==> config.mk <==
export PLATFORM = sky130hd
export DESIGN_NAME = vsss_fifo
export DESIGN_NICKNAME = d
export VERILOG_FILES = /design/src/vsss_pkg.sv /design/src/vsss_fifo.sv
export SDC_FILE = /design/constraint.sdc
export NUM_CORES = 1
export LEC_CHECK = 0
export ABC_CLOCK_PERIOD_IN_PS = 52300
export BUFFER_PORTS_ARGS = -buffer_cell sky130_fd_sc_hd__buf_2
export CAP_MARGIN = 10
export CELL_PAD_IN_SITES_DETAIL_PLACEMENT = 0
export CELL_PAD_IN_SITES_GLOBAL_PLACEMENT = 2
export CORE_AREA = 2 2 280 282
export DETAILED_ROUTE_END_ITERATION = 7
export DIE_AREA = 0 0 282 284
export HOLD_SLACK_MARGIN = 0.08
export MAX_ROUTING_LAYER = met4
export PLACE_DENSITY = 0.77
export SETUP_SLACK_MARGIN = 0.5
export SYNTH_ARGS = -nofsm -noshare
export SYNTH_HDL_FRONTEND = slang
export SYNTH_SLANG_ARGS = --single-unit
==> constraint.sdc <==
create_clock -name clk -period 52.3 [get_ports clk]
set_clock_uncertainty 0.2 [all_clocks]
set_input_delay 10.46 -clock clk [delete_from_list [all_inputs] [get_ports clk]]
set_output_delay 10.46 -clock clk [all_outputs]
set_load 0.03 [all_outputs]
==> src/vsss_pkg.sv <==
// Shared types and constants of the speaker subset selector.
// No dependencies; used by the front end, queue, back end and top level.
`default_nettype none

package vsss_pkg;

    // Operation codes of an input transaction
    localparam logic OP_LOAD  = 1'b0;
    localparam logic OP_QUERY = 1'b1;

    // Tier codes of a result
    localparam logic [2:0] TIER_FLAT   = 3'd0;
    localparam logic [2:0] TIER_STRICT = 3'd1;
    localparam logic [2:0] TIER_MID    = 3'd2;
    localparam logic [2:0] TIER_LOOSE  = 3'd3;
    localparam logic [2:0] TIER_WIDE   = 3'd4;
    localparam logic [2:0] TIER_GROUP  = 3'd5;
    localparam int         NUM_TIERS   = 6;

    // Configuration register indexes
    localparam logic [2:0] CFG_SPEAKER_COUNT = 3'd0;
    localparam logic [2:0] CFG_COS_STRICT    = 3'd1;
    localparam logic [2:0] CFG_COS_MID       = 3'd2;
    localparam logic [2:0] CFG_COS_LOOSE     = 3'd3;
    localparam logic [2:0] CFG_COS_WIDE      = 3'd4;
    localparam logic [2:0] CFG_STEEP_UZ      = 3'd5;
    localparam logic [2:0] CFG_LAYER_Z       = 3'd6;
    localparam logic [2:0] CFG_Z_EPS         = 3'd7;

    // Cosine below this value disables the cone test
    localparam logic signed [15:0] COS_NO_ANGLE = -16'sd16384;

    typedef struct packed {
        logic [5:0]         speaker_count;
        logic signed [15:0] cos_strict;
        logic signed [15:0] cos_mid;
        logic signed [15:0] cos_loose;
        logic signed [15:0] cos_wide;
        logic [14:0]        steep_source_uz;
        logic signed [15:0] opposite_layer_z;
        logic [14:0]        horizontal_z_eps;
    } cfg_t;

    // Classified transaction handed from front end to back end
    typedef struct packed {
        logic               operation;
        logic [4:0]         speaker_index;
        logic signed [15:0] speaker_x;
        logic signed [15:0] speaker_y;
        logic signed [15:0] speaker_z;
        logic               speaker_in_group;
        logic signed [15:0] object_x;
        logic signed [15:0] object_y;
        logic signed [15:0] object_z;
        logic               object_flat;
        logic               dir_zero;
        logic [61:0]        cone_k0;
        logic [61:0]        cone_k1;
        logic [61:0]        cone_k2;
        logic [61:0]        cone_k3;
        logic               steep_up;
        logic               steep_down;
    } q_entry_t;

    typedef enum logic [1:0] {
        ST_IDLE,
        ST_WALK,
        ST_DRAIN,
        ST_PICK
    } back_state_t;

endpackage

`default_nettype wire

==> src/vsss_fifo.sv <==
// Two-entry queue between front end and back end.
// Depends on vsss_pkg for the entry type.
`default_nettype none

module vsss_fifo (
    input  wire                clk,
    input  wire                rst_n,
    input  wire                push,
    input  vsss_pkg::q_entry_t push_data,
    output logic               full,
    input  wire                pop,
    output vsss_pkg::q_entry_t pop_data,
    output logic               empty
);
    import vsss_pkg::*;

    q_entry_t   mem_reg [2];
    logic       wr_ptr_reg, rd_ptr_reg;
    logic [1:0] cnt_reg;

    assign full     = (cnt_reg == 2'd2);
    assign empty    = (cnt_reg == 2'd0);
    assign pop_data = mem_reg[rd_ptr_reg];

    // Store entries
    always_ff @(posedge clk)
    begin
        if (push)
        begin
            mem_reg[wr_ptr_reg] <= push_data;
        end
    end

    // Advance pointers and fill count
    always_ff @(posedge clk or negedge rst_n)
    begin
        if (!rst_n)
        begin
            wr_ptr_reg <= 1'b0;
            rd_ptr_reg <= 1'b0;
            cnt_reg    <= 2'd0;
        end
        else
        begin
            if (push)
            begin
                wr_ptr_reg <= !wr_ptr_reg;
            end
            if (pop)
            begin
                rd_ptr_reg <= !rd_ptr_reg;
            end
            cnt_reg <= cnt_reg + 2'(push) - 2'(pop);
        end
    end

endmodule

`default_nettype wire

-- Yosys cells after proc, flatten, opt, wreduce, memory -nomap -nowiden
Memories as Yosys holds them, arrays and structs flattened.
Cells that the tools add are included.
- register bits after elaboration: 4
- memory bits (writable): 710
- word-level logic and storage cells: 12
- output and inout port bits: 357
- memories: 1
- input bits: 359
- equal/unequal tests: 1
- reductions and logical operators: 3
- add/sub/neg operators: 2
- multiplexer cells: 2
- memories (memory ; words ; bits a word ; rd ports ; clocked after memory_dff ; wr ports ; RTL line ; text):
    mem_reg ; 2 ; 355 ; 1 ; 0 ; 1 ; vsss_fifo.sv:17 ; q_entry_t mem_reg [2];
- operator list (kind ; count):
    adder 2 x 1 -> 2 bit ; 1
    equality test 2 bit, second input constant ; 1
    logical NOT 1 bit ; 2
    logical NOT 2 bit ; 1
    2-to-1 mux 1 bit ; 2
    subtractor 2 x 1 -> 2 bit ; 1

-- Logic depth before layout (Yosys ltp)
Gate-level depths: netlist (run 1).
- depth in word-level cells: 2
- gate-level depth with buffers: 5
- depth with buffers taken out: 5

-- Worst setup path before layout (run 1)
OpenSTA, ideal clock, no wires.
- kind: in2reg
- from: input push
- to: memory mem_reg[0][0] (netlist name) (enable)
- stages: 1
- required time: 50978 ps
- buffers on the path: 0
- arrival: 25704 ps
- library setup time: 1122 ps
- setup slack: 25274 ps
- cells stage by stage: nor2b_1
- word-level cells in the longest chain between the ends: 2
- ends and longest elaborated chain (what ; RTL line ; text):
    from (decl) ; vsss_fifo.sv:8 ; input wire push,
    2-to-1 mux 1 bit ; vsss_fifo.sv:28 ; if (push)
    2-to-1 mux 1 bit (implied by the code) ; vsss_fifo.sv:30 ; mem_reg[wr_ptr_reg] <= push_data;
    to (decl) ; vsss_fifo.sv:17 ;
Every way passes these cells.

==> impl_summary.log, run 1 <==
[metrics] status: finished clean
[metrics] Max transition margin: 0.277
[metrics] Required @ worst endpoint: 41640 ps
[metrics] per-cell via count in the routed design: 4.45
[metrics] critical path data arrival time: 5020 ps
[metrics] cells after synthesis: 1120
[metrics] Final Critical Period: 15680 ps
[metrics] start-to-end type of the worst setup path: register to output port
[metrics] wire length after detailed routing: 62600 um
[metrics] number of buffers inserted by hold repair at cts: 0
[metrics] Max clock buf depth: 3
[metrics] Gates resized, CTS repair: 0
[metrics] largest family of logic cells by synthesized area: multiplexers
[metrics] share of post-route cells with drive strength above 1: 0.611
[metrics] total power density per cell area: 60.6 nW/um^2
[metrics] vertical die dimension: 284 um
[metrics] global-route wire length before repair: 88500 um
[metrics] source of the critical timing path: rd_ptr_reg
[metrics] post-CTS setup buffers: 0
[metrics] placed instance area: 31800 um^2
[metrics] CP dominant cell by count: sky130_fd_sc_hd__buf_4
[metrics] Nets: 2248
[metrics] Port Buffer Count: 715
[metrics] number of standard cells in the final layout excluding fillers: 3008
[metrics] number of synthesized register bits: 714
[metrics] CTS Root Cell: sky130_fd_sc_hd__clkbuf_16
[metrics] slew of the pin with the lowest slew margin: 1080 ps
[metrics] WL met1: 21800 um
[metrics] most common library cell in the layout ignoring fill and taps: sky130_fd_sc_hd__buf_2
[metrics] vias in the first global route: 14364
[metrics] cell chain of the critical path: buf_4 > buf_4 > buf_4 > mux2_4 > buf_2
[metrics] source of the worst hold timing path: wr_ptr_reg
[metrics] post-synth design cell area: 27500 um^2
[metrics] violation count after the first detailed-routing iteration: 755
[metrics] proportion of synthesized area in mux cells: 0.192
[metrics] cts bufs inserted: 75
[metrics] sinks on the clock net: 714
[metrics] Reg clk slew, reported paths: 60 ps
[metrics] slowest cell on the critical path: sky130_fd_sc_hd__dfrtp_4
[metrics] area share of fa/ha/maj cells after synthesis: 0.000909
[metrics] die outline area: 80100 um^2
[metrics] largest voltage drop on the vdd net: 0.0325 mV
[metrics] leakage power total: 0.0136 uW
[metrics] total congestion overflow after global routing: 0
[metrics] min-delay worst type: register to register
[metrics] net count after synthesis: 1481
[metrics] number of antenna violations at the first check in global routing: 24
[metrics] Final Cell Area: 34200 um^2
[metrics] ratio of final minimum period to clock period: 0.300
[metrics] Starting Density: 0.358
[metrics] Max Cap Violations: 0
[metrics] hold violation total from the final report: 0
[metrics] post-layout total power: 2080 uW
[metrics] Routed wire per std cell: 20.8 um
[metrics] Routability Congestion: 0.832
[metrics] Std-Cell Rows: 102
[metrics] setup total negative slack: 0 ps
[metrics] startpoint types: register
[metrics] crit path buf inv count: 4
[metrics] count of pins over their slew limit: 0
[metrics] number of cells in the design after placement: 2850
[metrics] area grow syn2layout: 24.4%
[metrics] CORE AREA: 77000 um^2
[metrics] XOR/XNOR share of the synthesized area: 0.00150
[metrics] maximum number of pins on one net before global-route repair: 77
[metrics] Critical Path Sink Type: output port
[metrics] sequential cell area in the final layout: 21400 um^2
[metrics] setup-violating endpoint count in the final report: 0
[metrics] Avg Synthesized Cell Area: 24.6 um^2
[metrics] flip-flop count of the largest register after layout: 710
[metrics] HPWL Detailed: 44400 um
[metrics] gr usage total: 0.154
[metrics] source-to-sink clock delay at the later pin of the worst-skew pair: 600 ps
[metrics] DR top layer: met4
[metrics] DR DRC count: 0
[metrics] die boundary width: 282 um
[metrics] Antenna Violating Nets Remaining: 0
[metrics] f_max: 63.8 MHz
[metrics] layout filler cell count: 6751
[metrics] area of combinational cells with multiple inputs: 5370 um^2
[metrics] worst-path maximum fanout: 61
[metrics] final core utilization: 0.445
[metrics] sequential fraction of the synthesis area: 0.778
[metrics] warnings from Yosys: 0
[metrics] Top Family by Delay on Critical Path: buffers and inverters
[metrics] TritonCTS clock tree: built
[metrics] met3 routed WL: 5400 um
[metrics] H-Tree Depth: 3
[metrics] commonest non-fill, non-tap cells in the layout: 715 x sky130_fd_sc_hd__buf_2, 710 x sky130_fd_sc_hd__edfxtp_1, 340 x sky130_fd_sc_hd__mux2_4
[metrics] source of the worst register-to-register timing path: wr_ptr_reg
[metrics] Netlist cell types: 14
[metrics] setup repair after global routing missed its margin: false
[metrics] number of detailed-route iterations in the first pass: 5
[metrics] count of boundary I/O pins: 716
[metrics] Critical Path Max Stage Delay: 1130 ps
[metrics] Routed met2 length: 32600 um
[metrics] number of vias in the routed layout: 13391
[metrics] Post-Synth Simple-Gate Area: 0.000818
[metrics] Synth Area in Compound Gates: 0
cells in the mapped netlist, drive strengths merged:
cell	instances	area [um^2]
inv	2	7.51
mux2	355	5270
nor2	1	3.75
and2	1	6.26
xor3	1	23.8
ha	2	25.0
edfxtp	710	21300
buf	40	733
dfrtp	4	100
nor2b	2	12.5
xor2	2	17.5
kinds of logic after synthesis:
family	after synthesis
DFF	714
xor gates and xnor gates	3
muxes	355
and+or+nand+nor	4
buffers and inverters	42
adders and majority gates	2
final cells by class:
cell class	instances	share of cell area
tap	1040	0.0380
sequential	714	0.626
multi-input combinational	364	0.157
antenna	24	0.00175
clock buffer	96	0.0578
clock inverter	38	0.0115
timing repair buffer	730	0.108
inverter	2	0.000219
power by group:
part,switching (uW),total (uW),internal [uW]
clock,216,507,291
sequential,39.2,800,761
combinational,475,769,293
worst register-to-register path: cells and delay by family, from the launching register on:
kind	cells	cell delay, ps
flip-flops	1	420
AND/OR/NAND/NOR	1	270
buffers and inverters	3	2700
worst paths after layout:
kind | slack (ps) | cells past startpoint | to
worst max-delay path | 36620 | 5 | pop_data[32]
worst min-delay path | 350 | 1 | wr_ptr_reg
worst max register to register | 48230 | 4 | mem_reg[0][121]
worst min register to register | 350 | 1 | wr_ptr_reg
max in group asynchronous | 42270 | 1 | rd_ptr_reg
min in group asynchronous | 9470 | 1 | cnt_reg[1]
routing by layer:
metal | up-vias | GRT usage
li1 | 6057 | -
met2 | 501 | 0.264
met3 | 173 | 0.0527
met4 | 0 | 0.0856
met5 | - | -
met1 | 6660 | 0.152
per-stage QoR:
step                hold WS (ps)  setup slack (ps)
global placement             329             37300
floorplan                    255             25270
finish                       346             36620
global route                 379             36310
detailed placement           336             37200
CTS                          349             36530
Note: power is estimated with default switching activity, not from simulation.
==> run 2, diff against run 1 <==
--- a/config.mk
+++ b/config.mk
@@ -5,17 +5,16 @@
 export SDC_FILE = /design/constraint.sdc
 export NUM_CORES = 1
 export LEC_CHECK = 0
-export ABC_CLOCK_PERIOD_IN_PS = 52300
+export ABC_CLOCK_PERIOD_IN_PS = 12800
 export BUFFER_PORTS_ARGS = -buffer_cell sky130_fd_sc_hd__buf_2
 export CAP_MARGIN = 10
 export CELL_PAD_IN_SITES_DETAIL_PLACEMENT = 0
 export CELL_PAD_IN_SITES_GLOBAL_PLACEMENT = 2
-export CORE_AREA = 2 2 280 282
+export CORE_UTILIZATION = 36
 export DETAILED_ROUTE_END_ITERATION = 7
-export DIE_AREA = 0 0 282 284
 export HOLD_SLACK_MARGIN = 0.08
 export MAX_ROUTING_LAYER = met4
-export PLACE_DENSITY = 0.77
+export PLACE_DENSITY = 0.8
 export SETUP_SLACK_MARGIN = 0.5
 export SYNTH_ARGS = -nofsm -noshare
 export SYNTH_HDL_FRONTEND = slang
==> constraint.sdc (replaced) <==
create_clock -name clk -period 12.8 [get_ports clk]
set_clock_uncertainty 0.2 [all_clocks]
set_input_delay 2.56 -clock clk [delete_from_list [all_inputs] [get_ports clk]]
set_output_delay 2.56 -clock clk [all_outputs]
set_load 0.03 [all_outputs]
==> run 2 against run 1 <==
Worst hold slack improved by 16 ps. Combinational power increased to 4.1 times the previous value. Non-clock buffer count decreased by 7. Sequential power increased to 4.1 times the previous value. Register-to-register slack got worse by 38000 ps. Worst setup slack got worse by 31000 ps. Global-route usage decreased by 0.14 points. Total power increased to 4.1 times the previous value. Clock power increased to 4.1 times the previous value. Via count decreased by 0.60%.
==> impl_summary.log, run 2 (synthesized netlist as in run 1, its figures left out) <==
[metrics] Max Cap Violations: 0
[metrics] internal reg-to-reg setup slack: 10050 ps
[metrics] Routed wire per std cell: 20.5 um
[metrics] Nets: 2242
[metrics] pre-CTS setup slack: 6430 ps
[metrics] TritonCTS clock tree: built
[metrics] number of cells in the design after placement: 2781
[metrics] largest voltage drop on the vdd net: 0.156 mV
[metrics] number of buffers inserted by hold repair at cts: 0
[metrics] worst hold stages: 1
[metrics] Starting Density: 0.363
[metrics] layout filler cell count: 6584
[metrics] violation count after the first detailed-routing iteration: 579
[metrics] gr usage total: 0.153
[metrics] count of pins over their slew limit: 0
[metrics] hold violation total from the final report: 0
[metrics] worst min-delay path endpoint: wr_ptr_reg
[metrics] start-to-end type of the worst setup path: register to output port
[metrics] H-Tree Depth: 3
[metrics] total congestion overflow after global routing: 0
[metrics] maximum number of pins on one net before global-route repair: 151
[metrics] startpoint types: register
[metrics] total power density per cell area: 248 nW/um^2
[metrics] die outline area: 77600 um^2
[metrics] die boundary width: 279 um
[metrics] Final Cell Area: 34200 um^2
[metrics] Required @ worst endpoint: 10040 ps
[metrics] flip-flop count of the largest register after layout: 710
[metrics] Gates resized, CTS repair: 0
[metrics] CORE AREA: 75800 um^2
[metrics] path depth of the worst reg2reg path: 3
[metrics] f_max: 143 MHz
[metrics] vertical die dimension: 279 um
[metrics] number of antenna violations at the first check in global routing: 21
[metrics] Reg clk slew, reported paths: 60 ps
[metrics] placed instance area: 31700 um^2
[metrics] Critical Path Sink Type: output port
[metrics] Final Critical Period: 6980 ps
[metrics] critical path data arrival time: 4220 ps
[metrics] CTS Root Cell: sky130_fd_sc_hd__clkbuf_16
[metrics] ratio of final minimum period to clock period: 0.545
[metrics] setup total negative slack: 0 ps
[metrics] vias in the first global route: 13954
[metrics] source-to-sink clock delay at the later pin of the worst-skew pair: 600 ps
[metrics] commonest non-fill, non-tap cells in the layout: 715 x sky130_fd_sc_hd__buf_2, 710 x sky130_fd_sc_hd__edfxtp_1, 340 x sky130_fd_sc_hd__mux2_4
[metrics] slew of the pin with the lowest slew margin: 1170 ps
[metrics] DR DRC count: 0
[metrics] min-delay worst type: register to register
[metrics] Port Buffer Count: 715
[metrics] cts bufs inserted: 76
[metrics] setup-violating endpoint count in the final report: 0
[metrics] number of vias in the routed layout: 13310
[metrics] source of the worst register-to-register timing path: wr_ptr_reg
[metrics] Max clock buf depth: 3
[metrics] Std-Cell Rows: 101
[metrics] number of detailed-route iterations in the first pass: 5
[metrics] count of boundary I/O pins: 716
[metrics] worst-path maximum fanout: 125
[metrics] reg2reg end: mem_reg[0][143]
[metrics] sinks on the clock net: 714
[metrics] HPWL Detailed: 41400 um
[metrics] global-route wire length before repair: 85300 um
[metrics] Routability Congestion: 0.855
[metrics] post-CTS setup buffers: 0
[metrics] leakage power total: 0.0137 uW
[metrics] Antenna Violating Nets Remaining: 0
[metrics] most common library cell in the layout ignoring fill and taps: sky130_fd_sc_hd__buf_2
[metrics] source of the worst hold timing path: wr_ptr_reg
[metrics] status: finished clean
[metrics] Max transition margin: 0.219
[metrics] number of standard cells in the final layout excluding fillers: 2935
[metrics] setup repair after global routing missed its margin: false
[metrics] share of post-route cells with drive strength above 1: 0.609
[metrics] area grow syn2layout: 24.1%
[metrics] PnR worst setup slack: 5820 ps
[metrics] wire length after detailed routing: 60200 um
[metrics] per-cell via count in the routed design: 4.53
==> run 2: cell types whose count changed in the layout (fill, tap and decap cells not counted) <==
| cell | change |
|---|---|
| sky130_fd_sc_hd__clkinv_2 | +2 |
| sky130_fd_sc_hd__inv_6 | +1 |
| sky130_fd_sc_hd__diode_2 | -6 |
| sky130_fd_sc_hd__clkinv_8 | +1 |
| sky130_fd_sc_hd__clkbuf_16 | +1 |
| sky130_fd_sc_hd__clkbuf_1 | -1 |
| sky130_fd_sc_hd__inv_8 | -1 |
| sky130_fd_sc_hd__clkinvlp_4 | -3 |
| sky130_fd_sc_hd__inv_16 | +1 |
| sky130_fd_sc_hd__clkinv_16 | -2 |
| sky130_fd_sc_hd__clkinv_1 | +3 |
| sky130_fd_sc_hd__buf_12 | +6 |
| sky130_fd_sc_hd__buf_4 | -13 |
==> run 2: layer usage <==
| layer | routed length (um) | up-vias | global-route usage | share of wire |
|---|---|---|---|---|
| li1 | - | 6044 | - | - |
| met1 | 21100 | 6653 | 0.153 | 0.35 |
| met2 | 32000 | 503 | 0.269 | 0.53 |
| met3 | 5210 | 110 | 0.0536 | 0.086 |
| met4 | 1920 | 0 | 0.0631 | 0.032 |
| met5 | 0 | - | - | 0 |
==> run 2: layout make-up <==
class	instances	area [um^2]	area share
Antenna cell	18	45.0	0.00132
Clock buffer	96	2000	0.0585
Clock inverter	40	367	0.0107
Inverter	2	7.51	0.000220
Multi-Input combinational cell	364	5370	0.157
Sequential cell	714	21400	0.627
Tap cell	978	1220	0.0358
Timing Repair Buffer	723	3710	0.109
==> run 2: how the worst max path moves through the flow <==
stage	startpoint	endpoint	slack (ps)	depth (start not counted)
2_1_floorplan	push	mem_reg[1][0]	1340	1
3_3_place_gp	rd_ptr_reg	pop_data[234]	6480	4
3_5_place_dp	rd_ptr_reg	pop_data[234]	6430	4
4_1_cts	rd_ptr_reg	pop_data[129]	5750	4
5_1_grt	rd_ptr_reg	pop_data[129]	5630	4
6_report	rd_ptr_reg	pop_data[129]	5820	4
==> run 2: worst max-delay path, stage by stage (launching register included) <==
cell and delay [ps]:
sky130_fd_sc_hd__dfrtp_4 1040, sky130_fd_sc_hd__buf_4 980, sky130_fd_sc_hd__buf_12 600, sky130_fd_sc_hd__mux2_4 360
sky130_fd_sc_hd__buf_2 180
==> run 2: stage by stage <==
stage | utilization | hold WS [ps] | power, uW
after detailed placement | 0.419 | 351 | 6490
after CTS | 0.450 | 366 | 8590
after floorplan | - | 308 | 5960
after global placement | 0.419 | 332 | 6450
final | 0.450 | 362 | 8480
after global routing | 0.450 | 409 | 8810
==> run 2: report_power, final <==
group	switching [uW]	internal, uW
combinational	1920	1220
sequential	154	3110
clock	883	1200
==> run 3, diff against run 2 <==
--- a/config.mk
+++ b/config.mk
@@ -5,12 +5,13 @@
 export SDC_FILE = /design/constraint.sdc
 export NUM_CORES = 1
 export LEC_CHECK = 0
-export ABC_CLOCK_PERIOD_IN_PS = 12800
+export ABC_AREA = 1
+export ABC_CLOCK_PERIOD_IN_PS = 5950
 export BUFFER_PORTS_ARGS = -buffer_cell sky130_fd_sc_hd__buf_2
 export CAP_MARGIN = 10
 export CELL_PAD_IN_SITES_DETAIL_PLACEMENT = 0
 export CELL_PAD_IN_SITES_GLOBAL_PLACEMENT = 2
-export CORE_UTILIZATION = 36
+export CORE_UTILIZATION = 32
 export DETAILED_ROUTE_END_ITERATION = 7
 export HOLD_SLACK_MARGIN = 0.08
 export MAX_ROUTING_LAYER = met4
==> constraint.sdc (replaced) <==
create_clock -name clk -period 5.95 [get_ports clk]
set_clock_uncertainty 0.2 [all_clocks]
set_input_delay 1.19 -clock clk [delete_from_list [all_inputs] [get_ports clk]]
set_output_delay 1.19 -clock clk [all_outputs]
set_load 0.03 [all_outputs]
==> run 3 against run 2 <==
Synthesized cell count rose by 68%. Via count rose by 22%. Register-to-register slack got worse by 6600 ps. Sequential power rose by 110%.
==> impl_summary.log, run 3 <==
[metrics] source-to-sink clock delay at the later pin of the worst-skew pair: 610 ps
[metrics] Netlist cell types: 15
[metrics] gr usage total: 0.157
[metrics] Routability Congestion: 0.864
[metrics] cell accounting for the most synthesized area: sky130_fd_sc_hd__edfxtp_1
[metrics] number of antenna violations at the first check in global routing: 30
[metrics] most common cell in the netlist: sky130_fd_sc_hd__edfxtp_1
[metrics] Max Cap Violations: 0
[metrics] dominant synthesized flop cell: sky130_fd_sc_hd__edfxtp_1
[metrics] TritonCTS clock tree: built
[metrics] global-route wire length before repair: 97400 um
[metrics] Max transition margin: 0.309
[metrics] f_max: 240 MHz
[metrics] Avg Synthesized Cell Area: 14.2 um^2
[metrics] Antenna Violating Nets Remaining: 0
[metrics] WL met1: 24100 um
[metrics] vertical die dimension: 291 um
[metrics] leakage power total: 0.0142 uW
[metrics] Port Buffer Count: 715
[metrics] slew of the pin with the lowest slew margin: 1040 ps
[metrics] sinks on the clock net: 714
[metrics] HPWL Detailed: 46700 um
[metrics] Gates resized, CTS repair: 0
[metrics] Reg clk slew, reported paths: 50 ps
[metrics] count of pins over their slew limit: 0
[metrics] hold violation total from the final report: 0
[metrics] violation count after the first detailed-routing iteration: 770
[metrics] Std-Cell Rows: 105
[metrics] most common library cell in the layout ignoring fill and taps: sky130_fd_sc_hd__buf_2
[metrics] Critical Path Sink Type: output port
[metrics] number of detailed-route iterations in the first pass: 5
[metrics] commonest non-fill, non-tap cells in the layout: 715 x sky130_fd_sc_hd__buf_2, 710 x sky130_fd_sc_hd__edfxtp_1, 360 x sky130_fd_sc_hd__inv_1, 360 x sky130_fd_sc_hd__nand2_1, 309 x sky130_fd_sc_hd__o21ai_1
[metrics] critical path data arrival time: 2780 ps
[metrics] die boundary width: 291 um
[metrics] die outline area: 84600 um^2
[metrics] total power density per cell area: 538 nW/um^2
[metrics] top post-synthesis cells by count: 710 x sky130_fd_sc_hd__edfxtp_1, 362 x sky130_fd_sc_hd__inv_1, 361 x sky130_fd_sc_hd__nand2_1
[metrics] cells after synthesis: 1879
[metrics] Max clock buf depth: 3
[metrics] Routed wire per std cell: 17.4 um
[metrics] Final Critical Period: 4170 ps
[metrics] number of buffers inserted by hold repair at cts: 0
[metrics] number of cells in the design after placement: 3615
[metrics] Required @ worst endpoint: 4560 ps
[metrics] CTS Root Cell: sky130_fd_sc_hd__clkbuf_16
[metrics] area grow syn2layout: 26.1%
[metrics] setup-violating endpoint count in the final report: 0
[metrics] worst-path maximum fanout: 82
[metrics] Nets: 2985
[metrics] setup repair after global routing missed its margin: false
[metrics] post-CTS setup buffers: 0
[metrics] sequential fraction of the synthesis area: 0.803
[metrics] ratio of final minimum period to clock period: 0.701
[metrics] count of boundary I/O pins: 716
[metrics] wire length after detailed routing: 65800 um
[metrics] start-to-end type of the worst setup path: register to output port
[metrics] largest voltage drop on the vdd net: 0.505 mV
[metrics] warnings from Yosys: 0
[metrics] share of post-route cells with drive strength above 1: 0.316
[metrics] Yosys top cell area share: 0.799
[metrics] startpoint types: register
[metrics] Routed met2 length: 33300 um
[metrics] Post-synth ARST share: 0.00560
[metrics] post-synth design cell area: 26700 um^2
[metrics] H-Tree Depth: 3
[metrics] number of synthesized register bits: 714
[metrics] per-cell via count in the routed design: 4.28
[metrics] DR DRC count: 0
[metrics] total congestion overflow after global routing: 0
[metrics] min-delay worst type: input port to asynchronous set/reset pin
[metrics] Starting Density: 0.325
[metrics] cts bufs inserted: 77
[metrics] top cells by area, synth: sky130_fd_sc_hd__edfxtp_1 80%, sky130_fd_sc_hd__o21ai_1 5.8%, sky130_fd_sc_hd__inv_1 5.1%
[metrics] status: finished clean
[metrics] path depth of the worst reg2reg path: 4
[metrics] post-layout total power: 18100 uW
[metrics] net count after synthesis: 2240
[metrics] met3 routed WL: 6510 um
[metrics] Post-synth EDFFs: 710
[metrics] flip-flop count of the largest register after layout: 710
[metrics] maximum number of pins on one net before global-route repair: 131
[metrics] number of standard cells in the final layout excluding fillers: 3780
[metrics] DR top layer: met4
[metrics] vias in the first global route: 16294
[metrics] CORE AREA: 82200 um^2
[metrics] number of vias in the routed layout: 16190
[run 3: changes by cell type after synthesis, sizes merged, moves of 2 or more]
cell	before	now
nor2b	2	0
nor2	1	3
inv	2	362
mux2	355	0
o21ai	0	355
clkbuf	0	3
buf	40	76
nand2	0	361
[run 3: worst max-delay path, stage by stage (launching register included)]
cell	delay (ps)
sky130_fd_sc_hd__dfrtp_4	1070
sky130_fd_sc_hd__buf_4	550
sky130_fd_sc_hd__nand2_1	80
sky130_fd_sc_hd__o21ai_0	120
sky130_fd_sc_hd__buf_2	250
[run 3: cell families after synthesis]
kind of cell | after synthesis | share of synthesized area
flip-flops | 714 | 0.803
AND/OR/NAND/NOR | 365 | 0.0514
XOR/XNOR | 2 | 0.000656
AO/OA/AOI/OAI | 355 | 0.0666
buffers and inverters | 441 | 0.0778
adder cells (fa/ha/maj) | 2 | 0.000937
[run 3: layout make-up]
| class | count | area [um^2] |
|---|---|---|
| diodes | 27 | 67.6 |
| clock buffers | 100 | 2040 |
| clock inverters | 38 | 280 |
| fillers | 7776 | 48600 |
| inverters | 362 | 1380 |
| multi-input cells | 724 | 3210 |
| flip-flops and latches | 714 | 21400 |
| well taps | 1070 | 1340 |
| repair buffers | 745 | 3920 |
[run 3: path summary, 6_finish.rpt]
check	start	end	slack (ps)
max	rd_ptr_reg	pop_data[18]	1780
min	rst_n	rd_ptr_reg	180
max reg2reg	wr_ptr_reg	mem_reg[1][183]	3410
max in group asynchronous	rst_n	rd_ptr_reg	5220
min reg2reg	cnt_reg[1]	cnt_reg[1]	420
min in group clk	cnt_reg[1]	cnt_reg[1]	420
[run 3: per-stage QoR]
| stage | cell area (um^2) | hold slack (ps) | worst slack [ps] | setup TNS (ps) | utilization |
|---|---|---|---|---|---|
| after floorplan | 26700 | 359 | -1200 | -823160 | - |
| after global placement | 31300 | 381 | 2400 | 0 | 0.380 |
| after detailed placement | 31300 | 406 | 2390 | 0 | 0.380 |
| after CTS | 33600 | 129 | 1700 | 0 | 0.408 |
| after global routing | 33700 | 150 | 1540 | 0 | 0.409 |
| final | 33700 | 180 | 1780 | 0 | 0.409 |
[run 3: metal layers]
metal | vias to the layer above | GRT usage
li1 | 7894 | -
met5 | - | -
met2 | 592 | 0.263
met4 | 0 | 0.0644
met3 | 129 | 0.0617
met1 | 7575 | 0.165
[run 3: power by group]
group / switching (uW) / internal (uW)
combinational: 5120 / 1610
sequential: 308 / 6670
clock: 1910 / 2480
